$ cat config.mk
export PLATFORM = sky130hd
export DESIGN_NAME = bakery_ticket_arbiter
export DESIGN_NICKNAME = d
export VERILOG_FILES = /design/src/hdl/bta_pkg.sv /design/src/hdl/bakery_ticket_arbiter.sv /design/src/hdl/bta_ctrl.sv /design/src/hdl/bta_dpath.sv
export SDC_FILE = /design/constraint.sdc
export NUM_CORES = 1
export LEC_CHECK = 0
export BUFFER_PORTS_ARGS = -buffer_cell sky130_fd_sc_hd__buf_2
export CORE_MARGIN = 2
export CORE_UTILIZATION = 60
export CTS_CLUSTER_SIZE = 20
export DETAILED_ROUTE_END_ITERATION = 8
export HOLD_SLACK_MARGIN = 0.15
export PLACE_DENSITY = 0.88
export SETUP_SLACK_MARGIN = 0.3
export SLEW_MARGIN = 20
export SYNTH_ARGS = -nofsm -noshare
export SYNTH_HDL_FRONTEND = slang
export SYNTH_SLANG_ARGS = --single-unit
$ cat constraint.sdc
create_clock -name clk -period 10 [get_ports clk]
set_clock_uncertainty 0.15 [all_clocks]
set_input_delay 1.5 -clock clk [delete_from_list [all_inputs] [get_ports clk]]
set_output_delay 1.5 -clock clk [all_outputs]
set_load 0.005 [all_outputs]
$ cat src/hdl/bta_pkg.sv
`default_nettype none
package bta_pkg;

	localparam int CLIENTS     = 16;
	localparam int TICKET_BITS = 16;
	localparam int IDX_W       = $clog2(CLIENTS);
	localparam int CNT_W       = $clog2(CLIENTS + 1);
	localparam int CLIENT_W    = 4;
	localparam int ACTIVE_W    = 5;
	localparam int GIVEN_W     = 16;
	localparam int STATUS_W    = 2;

	localparam logic [ACTIVE_W-1:0] ACTIVE_RESET = ACTIVE_W'(16);
	localparam logic [TICKET_BITS-1:0] TICKET_CEIL = '1;

	localparam logic ACT_REQUEST = 1'b0;
	localparam logic ACT_RELEASE = 1'b1;

	localparam logic [STATUS_W-1:0] STATUS_DONE     = 2'd0;
	localparam logic [STATUS_W-1:0] STATUS_OVERFLOW = 2'd1;
	localparam logic [STATUS_W-1:0] STATUS_IGNORED  = 2'd2;

	typedef struct packed {
		logic                action;
		logic [CLIENT_W-1:0] client;
	} item_t;

	typedef struct packed {
		logic [STATUS_W-1:0] status;
		logic [GIVEN_W-1:0]  ticket_given;
		logic                grant_valid;
		logic [CLIENT_W-1:0] grant_client;
	} result_t;

	typedef enum logic [2:0] {
		ST_IDLE,
		ST_SCAN,
		ST_DRAIN,
		ST_DECIDE,
		ST_EMIT
	} state_t;

	// controller to datapath
	typedef struct packed {
		logic load;
		logic rd;
		logic finish;
	} cmd_t;

	// datapath to controller
	typedef struct packed {
		logic n_zero;
		logic last_rd;
	} sts_t;

endpackage
`default_nettype wire

$ cat src/hdl/bakery_ticket_arbiter.sv
// Channel   Signals                     Moves on
// -------   -------------------------   ---------------------------------------
// item      start, busy, req            rising edge with start high, busy low
// result    done, rsp                   rising edge ending the one-cycle done
// config    cfg_we, cfg_wdata           rising edge with cfg_we high
//
// The done beat follows the ticket scan, and the next item can be taken once
// the controller is back in idle after done. The scan reads one ticket per
// live client (the configured count, capped at sixteen) through a single read
// port; then come a drain, decide, result and idle state. With a count of zero
// no ticket is read and the drain is skipped.
// busy stays high from accept through the done beat.
// Reset clears the ticket valid bits, the controller and active_clients (16);
// no clearing pass is needed. The receiver cannot stall: a result beat is valid
// on rsp while done is high, and rsp holds it until the next item's decide.
`default_nettype none
module bakery_ticket_arbiter (
	input  wire logic                          clk,
	input  wire logic                          arst_n,
	input  wire logic                          start,
	output logic                               busy,
	input  wire bta_pkg::item_t                req,
	output logic                               done,
	output bta_pkg::result_t                   rsp,
	input  wire logic                          cfg_we,
	input  wire logic [bta_pkg::ACTIVE_W-1:0]  cfg_wdata
);
	import bta_pkg::*;

	cmd_t cmd;
	sts_t sts;

	// sequence the scan, update and result beat
	bta_ctrl u_ctrl (
		.clk    (clk),
		.arst_n (arst_n),
		.start  (start),
		.sts    (sts),
		.cmd    (cmd),
		.busy   (busy),
		.done   (done)
	);

	// hold the ticket memory, scan for max and min, apply the request or release
	bta_dpath u_dpath (
		.clk       (clk),
		.arst_n    (arst_n),
		.req       (req),
		.cfg_we    (cfg_we),
		.cfg_wdata (cfg_wdata),
		.cmd       (cmd),
		.sts       (sts),
		.rsp       (rsp)
	);

endmodule
`default_nettype wire

$ cat src/hdl/bta_ctrl.sv
`default_nettype none
module bta_ctrl (
	input  wire logic          clk,
	input  wire logic          arst_n,
	input  wire logic          start,
	input  wire bta_pkg::sts_t sts,
	output bta_pkg::cmd_t      cmd,
	output logic               busy,
	output logic               done
);
	import bta_pkg::*;

	state_t state_q, state_nxt;

	always_ff @(posedge clk or negedge arst_n) begin
		if (!arst_n) begin
			state_q <= ST_IDLE;
		end else begin
			state_q <= state_nxt;
		end
	end

	always_comb begin
		state_nxt = state_q;
		unique case (state_q)
			ST_IDLE: begin
				if (start) state_nxt = ST_SCAN;
			end
			ST_SCAN: begin
				if (sts.n_zero) state_nxt = ST_DECIDE;
				else if (sts.last_rd) state_nxt = ST_DRAIN;
			end
			ST_DRAIN:  state_nxt = ST_DECIDE;
			ST_DECIDE: state_nxt = ST_EMIT;
			ST_EMIT:   state_nxt = ST_IDLE;
			default:   state_nxt = ST_IDLE;
		endcase
	end

	always_comb begin
		cmd    = '0;
		busy   = 1'b1;
		done   = 1'b0;
		unique case (state_q)
			ST_IDLE: begin
				busy     = 1'b0;
				cmd.load = start;
			end
			ST_SCAN:   cmd.rd = !sts.n_zero;
			ST_DRAIN:  cmd = '0;
			ST_DECIDE: cmd.finish = 1'b1;
			ST_EMIT:   done = 1'b1;
			default:   cmd = '0;
		endcase
	end

endmodule
`default_nettype wire

$ cat src/hdl/bta_dpath.sv
`default_nettype none
module bta_dpath (
	input  wire logic                          clk,
	input  wire logic                          arst_n,
	input  wire bta_pkg::item_t                req,
	input  wire logic                          cfg_we,
	input  wire logic [bta_pkg::ACTIVE_W-1:0]  cfg_wdata,
	input  wire bta_pkg::cmd_t                 cmd,
	output bta_pkg::sts_t                      sts,
	output bta_pkg::result_t                   rsp
);
	import bta_pkg::*;

	logic [ACTIVE_W-1:0]    active_q;
	item_t                  item_q;
	logic [CNT_W-1:0]       n_q;
	logic [CNT_W-1:0]       idx_q;
	logic [CNT_W-1:0]       n_live;

	logic [TICKET_BITS-1:0] mem [CLIENTS];
	logic [CLIENTS-1:0]     valid_q;
	logic [TICKET_BITS-1:0] rd_data_s1;
	logic                   rd_ok_s1;
	logic                   rd_s1;
	logic [IDX_W-1:0]       idx_s1;
	logic [TICKET_BITS-1:0] rd_eff;

	logic [TICKET_BITS-1:0] max_q;
	logic [TICKET_BITS-1:0] own_q;
	logic                   min_found_q;
	logic [TICKET_BITS-1:0] min_t_q;
	logic [IDX_W-1:0]       min_idx_q;

	logic                   in_range;
	logic                   wr_en;
	logic [TICKET_BITS-1:0] wr_val;
	logic [TICKET_BITS-1:0] own_new;
	logic [IDX_W-1:0]       cl_idx;
	result_t                res_nxt;
	result_t                rsp_q;

	assign n_live = (32'(active_q) > CLIENTS) ? CNT_W'(CLIENTS) : CNT_W'(active_q);
	assign sts = '{n_zero: (n_q == '0), last_rd: (CNT_W'(idx_q + 1'b1) == n_q)};
	assign cl_idx = IDX_W'(item_q.client);
	assign rd_eff = rd_ok_s1 ? rd_data_s1 : '0;

	always_ff @(posedge clk or negedge arst_n) begin
		if (!arst_n) begin
			active_q <= ACTIVE_RESET;
		end else if (cfg_we) begin
			active_q <= cfg_wdata;
		end
	end

	// ticket memory: one read port for the scan, one write port for the update
	always_ff @(posedge clk) begin
		if (cmd.finish && wr_en) mem[cl_idx] <= wr_val;
		rd_data_s1 <= mem[idx_q[IDX_W-1:0]];
	end

	always_ff @(posedge clk or negedge arst_n) begin
		if (!arst_n) begin
			valid_q  <= '0;
			rd_s1    <= 1'b0;
			rd_ok_s1 <= 1'b0;
		end else begin
			if (cmd.finish && wr_en) valid_q[cl_idx] <= (wr_val != '0);
			rd_s1    <= cmd.rd;
			rd_ok_s1 <= valid_q[idx_q[IDX_W-1:0]];
		end
	end

	always_ff @(posedge clk) begin
		idx_s1 <= idx_q[IDX_W-1:0];
		if (cmd.load) begin
			item_q      <= req;
			n_q         <= n_live;
			idx_q       <= '0;
			max_q       <= '0;
			own_q       <= '0;
			min_found_q <= 1'b0;
			min_t_q     <= '0;
			min_idx_q   <= '0;
		end else begin
			if (cmd.rd) idx_q <= CNT_W'(idx_q + 1'b1);
			if (rd_s1) begin
				if (rd_eff > max_q) max_q <= rd_eff;
				// own slot is merged after the update; the rest ascend so ties keep the lower number
				if (32'(idx_s1) == 32'(item_q.client)) begin
					own_q <= rd_eff;
				end else if (rd_eff != '0 && (!min_found_q || rd_eff < min_t_q)) begin
					min_found_q <= 1'b1;
					min_t_q     <= rd_eff;
					min_idx_q   <= idx_s1;
				end
			end
		end
	end

	always_comb begin
		in_range = 32'(item_q.client) < 32'(n_q);
		wr_en    = 1'b0;
		wr_val   = '0;
		own_new  = own_q;
		res_nxt  = '0;
		res_nxt.status = STATUS_IGNORED;
		if (in_range) begin
			if (item_q.action == ACT_REQUEST) begin
				if (own_q == '0) begin
					if (max_q == TICKET_CEIL) begin
						res_nxt.status = STATUS_OVERFLOW;
					end else begin
						wr_en   = 1'b1;
						wr_val  = TICKET_BITS'(max_q + 1'b1);
						own_new = wr_val;
						res_nxt.status       = STATUS_DONE;
						res_nxt.ticket_given = GIVEN_W'(wr_val);
					end
				end
			end else if (own_q != '0) begin
				wr_en   = 1'b1;
				own_new = '0;
				res_nxt.status = STATUS_DONE;
			end
		end
		if (in_range && own_new != '0 && (!min_found_q || own_new < min_t_q ||
				(own_new == min_t_q && 32'(item_q.client) < 32'(min_idx_q)))) begin
			res_nxt.grant_valid  = 1'b1;
			res_nxt.grant_client = item_q.client;
		end else if (min_found_q) begin
			res_nxt.grant_valid  = 1'b1;
			res_nxt.grant_client = CLIENT_W'(min_idx_q);
		end
	end

	always_ff @(posedge clk) begin
		if (cmd.finish) rsp_q <= res_nxt;
	end

	assign rsp = rsp_q;

endmodule
`default_nettype wire

==> results summary, run 1 <==
In the post-synthesis netlist, the biggest area contributors are edfxtp_1, mux4_2, dfxtp_1. The clock passes through at most 3 buffers. The delay of the slowest critical-path stage came out at between 0.5 and 0.6 ns. The number of enable-type register cells in the synthesized netlist came out at 289. Summed over all cells, the static leakage comes to about 6.7 nW. The data arrival time of the worst path came out at 4.72 ns. The flow ran to the end, and the final reports show no timing, DRC or antenna violations. By startpoint and endpoint, the worst setup path is classified as register to register.

The buffer type at the clock tree root is clkbuf_16. The last weighted congestion value of the routability-driven placer came out at 0.981. After synthesis, the largest area contributor takes up 51.3% of total cell area.

The share of cells above drive strength 1 came out at about a quarter. After synthesis the netlist holds a flip-flop and latch count of 393. The reported max-cap violation count came out at 0. The initial core utilization is roughly three fifths.

In this run the worst hold path is classified as register to register. The clock buffer count from CTS is 39. The instance count after placement with tap cells included came out at 1476. The CTS tree is built. The via density per instance is around 6.3.

The number of buffers added on ports is 38. The maximum fanout along the worst path came out at 29. Static timing analysis puts the maximum clock frequency at 217 MHz.

Of all flip-flops after synthesis, the portion carrying an async set or reset was 6.62%. The gate count after technology mapping came out at 1083. The register area share after synthesis is between 60% and 70%. The critical path launch point type is a register. The number of buffers inserted by hold repair at cts came out at 0.

Counting stages on the worst path, the most repeated cell is a21oi_1. The number of antenna violations at the first check in global routing is 0. The summed instance area of the synthesized netlist came out at 16900 um^2. The post-synthesis area per instance came out at 15.6 um^2.

The via count is 9821. The number of ports placed on the die boundary came out at 39. The setup TNS is 0 ns.

The half-perimeter wire length after placement came out at ~24 mm. The finished layout holds 1547 standard cells, fillers aside. The final count of pins violating max slew is 0. For this run, the post-layout net count is 1208.

The count of nets left with antenna violations once routing finished came out at 0. Setup repair after global routing left no endpoint under its margin. The core footprint is 27800 um^2.

The number of iterations in the first detailed-routing pass is 5. The cell area after layout is 18900 um^2. The most used flip-flop cell after synthesis is edfxtp_1. The area added between synthesis and finish is 11.9%.

The clock tree synthesis step divided the H-tree into 2 levels. The largest net degree at the start of global routing is 70. For this block, the routed nets add up to 39.7 mm of wire. For this run, design rule violations remaining after detail routing come to 0. The number of diodes is 0. For this design, the slowest cell found on the critical path is edfxtp_1. The global-route usage over all layers came out at 27.9%. The total grt overflow is 0. The number of synthesis warnings came out at 0. The overall die width is 172 um. The total of endpoints with negative setup slack in the final report is 0. The type of destination of the critical path is a register. The critical path goes through ha_1 -> nor3b_1 -> o21ai_0 -> a21oi_1 -> nand2_2 -> nor2_1 -> a21o_1 -> ha_1 -> o21a_1 -> o21ai_0 -> a21oi_1 -> or3_1 -> a21oi_1 -> o31ai_4 -> mux2i_1.

The commonest cells after synthesis are edfxtp_1, nor2_1, mux4_2, dfxtp_1, mux2i_1. The full die area came out at 29600 um^2. The post-cts sizing count came out at 0.

The number of hold violations in the final report is 0. The placed instances occupy a cell area of 17600 um^2. By instance count, the leading cell after synthesis is edfxtp_1. The via count of the first global-routing pass came out at 9881. The per-cell routed wire length is 25.7 um. The clock latency on the worst-skew pair came out at 0.54 ns. The height of the chip is about 170 um.

The cell area power density came out at 261 nW/um^2. The first-pass GRT wire length is 60.0 mm. The largest total area in the synthesized netlist belongs to edfxtp_1. The placement row count came out at 61. The number of post-CTS setup repair buffers came out at 0.

The post-synthesis net count is 1152. The number of distinct library cells after synthesis came out at 65. The total buffers and inverters traversed by the critical path is 0. After clock tree synthesis, the clock-pin slew on the worst setup and hold paths is around 0.060 ns. In this design, the largest share of critical-path delay is due to compound AO/OA/AOI/OAI gates. The tree built by TritonCTS fans out to slightly below 400 sinks.

The worst-case headroom to the max-slew limit is 26.7%. The number of violations reported at the end of detailed-routing iteration 0 is approximately 1300. Subtracting the final worst setup slack from the clock period gives 4.61 ns. The maximum VDD drop came out at 0.000177 V. The final worst-path cycle share is 46.1%. The slew at the pin with the worst max-slew slack is 1.09 ns. Data on the critical path is required at its endpoint by 10.11 ns.
state kept, by name (all words and copies together), names as in the netlist, 4 cells and up:
signal,count
u_dpath.mem,256
u_dpath.rsp,23
u_dpath.max_q,16
u_dpath.min_t_q,16
u_dpath.own_q,16
u_dpath.rd_data_s1,16
u_dpath.valid_q,16
u_dpath.active_q,5
u_dpath.idx_q,5
u_dpath.n_q,5
u_dpath.cl_idx,4
u_dpath.idx_s1,4
u_dpath.min_idx_q,4
metrics by stage:
step | worst slack (ns) | total power, W | hold WS (ns) | util (%)
finish | 5.39 | 0.00495 | 0.250 | 68.2
global route | 5.07 | 0.00515 | 0.263 | 68.2
CTS | 5.48 | 0.00495 | 0.246 | 68.2
detailed placement | 5.50 | 0.00346 | 0.235 | 63.5
global placement | 5.66 | 0.00341 | 0.234 | 63.4
floorplan | 6.34 | 0.00311 | 0.203 | -
power by group:
group / total [W] / leakage [nW] / switching (W) / internal, W
clock network: 0.00148 / 0.642 / 0.000618 / 0.000866
registers: 0.00214 / 3.31 / 0.000166 / 0.00197
logic: 0.00132 / 2.70 / 0.000741 / 0.000582
total: 0.00495 / 6.65 / 0.00152 / 0.00342
layer usage:
metal	up-vias	global-route usage, %	part of all wire [%]
li1	4245	-	-
met1	4972	38.1	39
met2	517	45.6	49
met3	87	4.55	8.0
met4	0	11.2	3.7
met5	-	0	0
cells in the final DEF, fill, tap and decap left out, drive strengths merged, types with 19 or more instances in the layout:
| cell type | count |
|---|---|
| edfxtp | 289 |
| nor2 | 116 |
| mux4 | 85 |
| dfxtp | 78 |
| buf | 61 |
| mux2i | 56 |
| ha | 55 |
| inv | 53 |
| clkbuf | 50 |
| nand2 | 32 |
| dfrtp | 25 |
| xnor2 | 24 |
| nor3 | 21 |
| mux2 | 21 |
| and2 | 19 |
layout make-up:
| type | instances | area [um^2] |
|---|---|---|
| clock buffer | 50 | 1070 |
| clock inverter | 21 | 234 |
| fill | 1826 | 8830 |
| inverter | 51 | 191 |
| multi-input combinational | 593 | 5710 |
| sequential | 393 | 10900 |
| tap | 378 | 473 |
| timing repair buffer | 61 | 374 |
worst paths after layout:
| kind | from | endpoint | slack (ns) | cells after the start |
|---|---|---|---|---|
| min reg2reg | u_dpath.idx_q[1] | u_dpath.idx_s1[1] | 0.25 | 0 |
| max in group asynchronous | arst_n | u_ctrl.state_q[0] | 8.51 | 1 |
| max | u_dpath.cl_idx[1] | u_dpath.rsp[1] | 5.39 | 15 |
| min | u_dpath.idx_q[1] | u_dpath.idx_s1[1] | 0.25 | 0 |
| min in group asynchronous | arst_n | u_dpath.rd_s1 | 0.81 | 1 |
| max reg2reg | u_dpath.cl_idx[1] | u_dpath.rsp[1] | 5.39 | 15 |
kinds of logic after synthesis:
logic type / share of synthesized area (%)
flops: 64.3
simple gates: 7.63
mux: 16.2
buf+inv: 2.38
compound gates: 3.61
fa+ha+maj: 4.06
xor+xnor: 1.75
Note: power is estimated with default switching activity, not from simulation.
==> inputs of run 2 (changes only) <==
==> constraint.sdc (replaced) <==
create_clock -name clk -period 4.5 [get_ports clk]
set_clock_uncertainty 0.15 [all_clocks]
set_input_delay 0.675 -clock clk [delete_from_list [all_inputs] [get_ports clk]]
set_output_delay 0.675 -clock clk [all_outputs]
set_load 0.005 [all_outputs]
==> run 2 against run 1 <==
Effect of this change:
- clock power up 120%
- hold slack worse by 0.079 ns
- maximum frequency up 17%
- power grew 120%
- sequential share of layout area decreased by 0.34 points
- register-to-register slack got worse by 4.8 ns
- highest routed layer unchanged
- via count grew 0.15%
- routed wire length shrank 0.23%
- die area unchanged
==> results summary, run 2 (same netlist as run 1, synthesis figures left out) <==
The run finished with clean final reports. The via density per instance is 6.30 (-0.75%). The area of all sequential standard cells came to 10900 um^2 (about the same). The count of cells along the worst register-to-register path is 13 (-2). The total of endpoints with negative setup slack in the final report is 0 (unchanged). In the layout the commonest cells are edfxtp_1, nor2_1, mux4_2. The setup TNS came out at 0 ns (unchanged). More flip-flops sit in one register than any other, and that register is u_dpath.mem.

The DRC violation count after routing is 0 (unchanged). The per-cell routed wire length came out at 25.4 um (-1.1%). The maximum VDD drop is 0.000374 V (+110%).

The detailed-routing wirelength on met1 is 15.6 mm (-0.37%). The tree is rooted in a clkbuf_16. The delay of the slowest critical-path stage is 0.55 ns (-0.04 ns). The clock buffer count from CTS is 39 (unchanged). The clock sink count is 393 (unchanged). The largest net degree at the start of global routing came out at 39 (-44%).

The cell area power density came out at 576 nW/um^2 (+120%). The shortest period the worst path allows came to 3.95 ns (-0.655 ns). The type of the worst setup path is register to register. The length of routed met2 wiring is 19.5 mm (+0.24%). The clock-pin slew of the registers on the worst-case setup and hold paths is 0.06 ns (about the same). The count of nets left with antenna violations after detail routing came out at 0 (unchanged). The core footprint came out at 27800 um^2 (unchanged).

The height of the chip was 172 um (unchanged). The global-route usage over all layers is 27.9% (-0.044 points). Traced cell by cell, the critical path runs through nand4_1 -> nor4_1 -> xnor2_1 -> nor3_1 -> nor2_1 -> nor2_1 -> ha_1 -> a2111oi_0 -> o31ai_1 -> or3_1 -> a21oi_1 -> o31ai_4 -> mux2i_1.

The number of ports placed on the die boundary came to 39 (unchanged). The most common cell after layout, fill and taps aside is edfxtp_1. The total grt overflow came out at 0 (unchanged). The half-perimeter wire length after placement came to 24.5 mm (+3.2%). The placement row count is 61 (unchanged). The cell family contributing the most delay on the critical path is simple AND/OR/NAND/NOR gates. The min-delay analysis places its worst path in the category input port to register. The leakage dissipation is 6.71 nW (+0.79%).

The final count of pins violating max slew is 0 (unchanged). The total buffers and inverters traversed by the critical path is 0 (unchanged). The number of cells on the critical path is 13 (-2).

The via count of the first global-routing pass is 10200 (+2.9%). The number of buffers added on ports came to 38 (unchanged). The area added between synthesis and finish came out at 12.6%. The data arrival time of the worst path came out at 4.07 ns (-0.65 ns).

The number of iterations in the first detailed-routing pass is 7 (+2). The number of violations reported at the end of detailed-routing iteration 0 came to 1042 (-18%). The share of cells above drive strength 1 is 24.4% (+1.2 points). The initial core utilization came out at 60.9% (unchanged). The required arrival time at the worst endpoint is 4.62 ns (-5.49 ns).

TritonCTS built the clock tree. The number of diodes is 0 (unchanged). The via count is 9836 (+0.15%). The number of flip-flops under the largest register name came to 256 (unchanged). The combined area of the multi-input logic cells came out at 5770 um^2 (+1.1%).

The largest individual stage delay along the critical path comes from the cell dfxtp_1. The worst setup path is launched from a register. The number of hold violations in the final report is 0 (unchanged). The full die area came to 29600 um^2 (unchanged). The reported max-cap violation count came out at 0 (unchanged). The first-pass GRT wire length is 60.2 mm (+0.33%). The number of H-tree levels came out at 2 (unchanged). The share of the core filled with cells in the final layout came out at 68.6% (+0.42 points). The clock latency on the worst-skew pair came out at 0.54 ns (about the same). The number of buffers between clock root and the deepest sink is 3 (unchanged). The maximum clock frequency came out at 253 MHz (+17%). The worst hold path stage count is 1 (+1). In this design, the critical path's most frequently occurring cell is nor2_1. The worst-case headroom to the max-slew limit came to 24.6% (-2.0 points). STA classifies the critical path endpoint as a register. Setup repair after global routing left no endpoint under its margin. The net count of the finished layout came out at 1221 (+1.1%). The number of antenna violations at the first check in global routing is 0 (unchanged). The final worst-path cycle share is 87.9% (+42 points). The filler cell count is 1808 (-0.99%). The routed wire length is 39.6 mm (-0.23%).

The overall die width is 172 um (unchanged). The highest layer touched by signal routing is met4. The wire length on met3 came out at 2.71 mm (-15%). The slew at the pin with the worst max-slew slack came to 1.13 ns (+0.0342 ns). The maximum fanout along the worst path came to 9 (-69%). The last weighted congestion value of the routability-driven placer is 0.942 (-4.0%).
-- run 2: where the power goes --
part           internal (W)  switching (W)  leakage, nW  total (W)
clock network       0.00183        0.00136        0.608    0.00319
logic               0.00135        0.00160         2.79    0.00294
registers           0.00439       0.000457         3.31    0.00484
total               0.00756        0.00341         6.71     0.0110
-- run 2: path summary, 6_finish.rpt --
kind	from	to	slack [ns]
worst max-delay path	u_dpath.max_q[3]	u_dpath.rsp[0]	0.55
worst min-delay path	req[0]	u_dpath.cl_idx[0]	0.17
worst max register to register	u_dpath.max_q[3]	u_dpath.rsp[0]	0.55
worst min register to register	u_dpath.idx_q[3]	u_dpath.idx_s1[3]	0.30
max in group asynchronous	arst_n	u_dpath.rd_s1	3.25
min in group asynchronous	arst_n	u_dpath.valid_q[2]	0.55
-- run 2: worst register-to-register path, delay by kind of cell (launching register included) --
kind | cells | cell delay (ns)
AND/OR/NAND/NOR | 6 | 1.27
XOR/XNOR | 1 | 0.34
flip-flops | 1 | 0.55
adder cells (fa/ha/maj) | 1 | 0.29
AO/OA/AOI/OAI | 4 | 0.94
multiplexers | 1 | 0.15
-- run 2: final cells by class --
type,instances,share of cell area (%)
well taps,378,2.48
clock buffers,50,5.50
multi-input cells,593,30.3
flip-flops and latches,393,57.2
clock inverters,22,1.08
repair buffers,74,2.49
inverters,51,1.00
-- run 2: layer usage --
metal | up-vias | GRT usage, %
li1 | 4282 | -
met5 | - | 0
met3 | 134 | 4.92
met4 | 0 | 13.3
met1 | 4943 | 36.4
met2 | 477 | 45.9
-- run 2: repair_timing --
action	4_1_cts	5_1_grt
hold buffers	1	0
setup endpoints to repair	4	5
endpoints found under the hold margin	25	0
resized for setup	2	13
buffers inserted	0	4
pin swaps	0	3
-- run 2: per-stage QoR --
stage / total power [W] / instance area, um^2 / hold WS [ns] / instances / setup slack (ns)
final: 0.0110 / 19100 / 0.171 / 1561 / 0.546
after global routing: 0.0114 / 19100 / 0.163 / 1561 / 0.277
after CTS: 0.0109 / 19000 / 0.160 / 1557 / 0.380
after detailed placement: 0.00773 / 17700 / 0.288 / 1484 / 0.258
after global placement: 0.00763 / 17700 / 0.278 / 1484 / 0.354
after floorplan: 0.00691 / 16900 / 0.203 / 1083 / 0.840
==> inputs of run 3 (changes only) <==
--- a/config.mk
+++ b/config.mk
@@ -11,7 +11,7 @@
 export CTS_CLUSTER_SIZE = 20
 export DETAILED_ROUTE_END_ITERATION = 8
 export HOLD_SLACK_MARGIN = 0.15
-export PLACE_DENSITY = 0.88
+export PLACE_DENSITY_LB_ADDON = 0.08
 export SETUP_SLACK_MARGIN = 0.3
 export SLEW_MARGIN = 20
 export SYNTH_ARGS = -nofsm -noshare
==> run 3 against run 2 <==
Effect of this change:
- routed wire length shrank 2.2%
- maximum frequency fell by 0.69%
- critical path depth is 3 higher
- first-iteration DRC count down 7.5%
- utilization grew 1.1 points
- worst setup slack got worse by 0.028 ns
- largest power group unchanged
- clock power grew 12%
- critical endpoint unchanged
- die area is the same
==> results summary, run 3 (same netlist as run 1, synthesis figures left out) <==
The run finished with clean final reports. The last weighted congestion value of the routability-driven placer came out at 0.911 (-3.2%). In the layout the commonest cells are edfxtp_1, nor2_1, mux4_2. The largest net degree at the start of global routing is 65 (+67%). The worst setup path is launched from a register. The final count of pins violating max slew was 0 (unchanged). In this run the worst hold path is classified as input port to register. The clock latency on the worst-skew pair is 0.55 ns (about the same). The buffer type at the clock tree root is clkbuf_16.

The library cell contributing the largest single delay on the critical path is dfxtp_1. The instance count after placement with tap cells included came out at 1498 (+0.94%). The final instance count without filler cells came out at 1579 (+1.2%). The half-perimeter wire length after placement is 25.1 mm (+2.4%).

The first-pass GRT wire length came out at 58.2 mm (-3.4%). The share of cells above drive strength 1 is 25.6% (+1.1 points). The slew at the pin with the worst max-slew slack was 1.10 ns (-0.0290 ns). The global-route usage over all layers is 27.2% (-0.66 points). The number of violations reported at the end of detailed-routing iteration 0 was 964 (-7.5%). The number of H-tree levels came out at 2 (unchanged). The setup TNS is 0 ns (unchanged).

Setup repair after global routing left no endpoint under its margin. The data arrival time of the worst path came out at 4.10 ns (+0.03 ns). The setup slack of the critical path after layout came to 0.519 ns (-0.0276 ns). The maximum VDD drop is 0.000362 V (-3.0%). The number of diodes came to 0 (unchanged). The critical path goes through ha_1 -> nand2_2 -> nor3_4 -> a21o_1 -> nor3_1 -> o21ai_1 -> inv_1 -> ha_1 -> a21o_1 -> a21o_1 -> a21oi_1 -> nor2_1 -> or3_1 -> a21oi_2 -> o31ai_4 -> mux2i_1. The number of buffers added on ports came out at 38 (unchanged). The share of the core filled with cells in the final layout came out at 69.7% (+1.1 points). The clock sink count was 393 (unchanged).

The total of endpoints with negative setup slack in the final report was 0 (unchanged). The type of destination of the critical path is a register. The register-to-register setup slack came out at 0.52 ns (-0.03 ns).

Following the worst setup path forward leads to its endpoint at u_dpath.rsp[0]. The cell area power density was 585 nW/um^2 (+1.6%). The maximum fanout along the worst path is 6 (-3). The final worst-path cycle share came to 88.5% (+0.61 points). The clock-pin slew of the registers on the worst-case setup and hold paths is 0.06 ns (about the same). The worst hold path stage count is 1 (unchanged). The overall power after layout is 0.0113 W (+3.2%). By instance count, the cell type seen most on the critical path is a21o_1. The shortest period the worst path allows came out at 3.98 ns (+0.0276 ns).

The number of buffers between clock root and the deepest sink is 3 (unchanged). The area added between synthesis and finish came out at 14.4%. The number of iterations in the first detailed-routing pass came out at 5 (-2). The worst register-to-register path begins at u_dpath.max_q[1]. TritonCTS built the clock tree. The number of hold violations in the final report is 0 (unchanged). The initial core utilization came out at 60.9% (unchanged).

The via density per instance came out at 6.09 (-3.3%). The per-cell routed wire length came out at 24.6 um (-3.3%). The DRC violation count after routing came out at 0 (unchanged). The full die area was 29600 um^2 (unchanged). The number of flip-flops under the largest register name is 256 (unchanged). The overall die width came to 172 um (unchanged). The net count of the finished layout is 1236 (+1.2%). The core footprint is 27800 um^2 (unchanged). The number of antenna violations at the first check in global routing is 0 (unchanged). The most common cell after layout, fill and taps aside is edfxtp_1. The filler cell count is 1887 (+4.4%). The maximum clock frequency came out at 251 MHz (-0.69%).

The leakage dissipation came to 6.88 nW (+2.6%). The via count is 9621 (-2.2%). The count of cells along the worst register-to-register path is 16 (+3). The total grt overflow is 0 (unchanged). The required arrival time at the worst endpoint is 4.61 ns (about the same). The routed wire length is 38.8 mm (-2.2%).

u_dpath.mem holds more flip-flops than any other register. The height of the chip is 172 um (unchanged). The critical path is of the register to register type. The number of ports placed on the die boundary is 39 (unchanged). The critical path starts at u_dpath.max_q[1]. The clock buffer count from CTS came out at 42 (+7.7%).

The number of post-CTS setup repair buffers is 0 (unchanged). The count of nets left with antenna violations after detail routing is 0 (unchanged). In this run the critical register-to-register path is captured at u_dpath.rsp[0]. The via count of the first global-routing pass came out at 9405 (-7.5%).

The placement-stage worst setup slack came out at 0.342 ns (+0.0841 ns). The delay of the slowest critical-path stage came to 0.40 ns (-0.15 ns). The worst-case headroom to the max-slew limit came out at 26.6% (+1.9 points). The reported max-cap violation count came to 0 (unchanged). The placement row count is 61 (unchanged).
[run 3: per-layer routing]
layer | vias to the layer above | part of all wire [%] | global-route usage (%)
met5 | - | 0 | 0
met4 | 0 | 2.9 | 8.62
met3 | 76 | 5.9 | 4.17
met2 | 337 | 48 | 43.6
met1 | 4894 | 43 | 39.1
li1 | 4314 | - | -
[run 3: worst max-delay path, delay by kind of cell, from the launching register on]
kind	cells	cell delay (ns)
AO/OA/AOI/OAI	7	1.41
flip-flops	1	0.40
AND/OR/NAND/NOR	5	0.91
multiplexers	1	0.16
buffers and inverters	1	0.08
adder cells (fa/ha/maj)	2	0.61
[run 3: how the worst min path moves through the flow]
stage	start	end	slack [ns]
6_report	req[2]	u_dpath.cl_idx[2]	0.18
3_5_place_dp	u_dpath.min_t_q[2]	u_dpath.min_t_q[2]	0.33
3_3_place_gp	u_dpath.min_t_q[9]	u_dpath.min_t_q[9]	0.32
2_1_floorplan	u_dpath.idx_q[1]	u_dpath.idx_s1[1]	0.20
5_1_grt	req[1]	u_dpath.cl_idx[1]	0.17
4_1_cts	req[2]	u_dpath.cl_idx[2]	0.17
[run 3: area by class of cell]
class,instances,area [um^2],area share [%]
multi-input cells,593,5760,29.8
clock buffers,54,1170,6.03
flip-flops and latches,393,10900,56.3
clock inverters,24,298,1.54
repair buffers,86,571,2.95
well taps,378,473,2.44
inverters,51,191,0.989
[run 3: through the flow]
| step | instance area (um^2) | hold slack [ns] |
|---|---|---|
| final | 19400 | 0.180 |
| after global routing | 19400 | 0.170 |
| after CTS | 19300 | 0.165 |
| after detailed placement | 17800 | 0.331 |
| after global placement | 17800 | 0.322 |
| after floorplan | 16900 | 0.203 |
[run 3: report_power, final]
group	switching [W]	total (W)	internal, W	leakage (nW)
registers	0.000467	0.00485	0.00439	3.31
clock network	0.00142	0.00356	0.00214	0.723
logic	0.00156	0.00291	0.00135	2.85
[run 3: repair_timing]
action	in CTS	in global routing
endpoints found under the hold margin	27	0
hold buffers	3	0
resized for setup	0	13
setup endpoints to repair	0	5
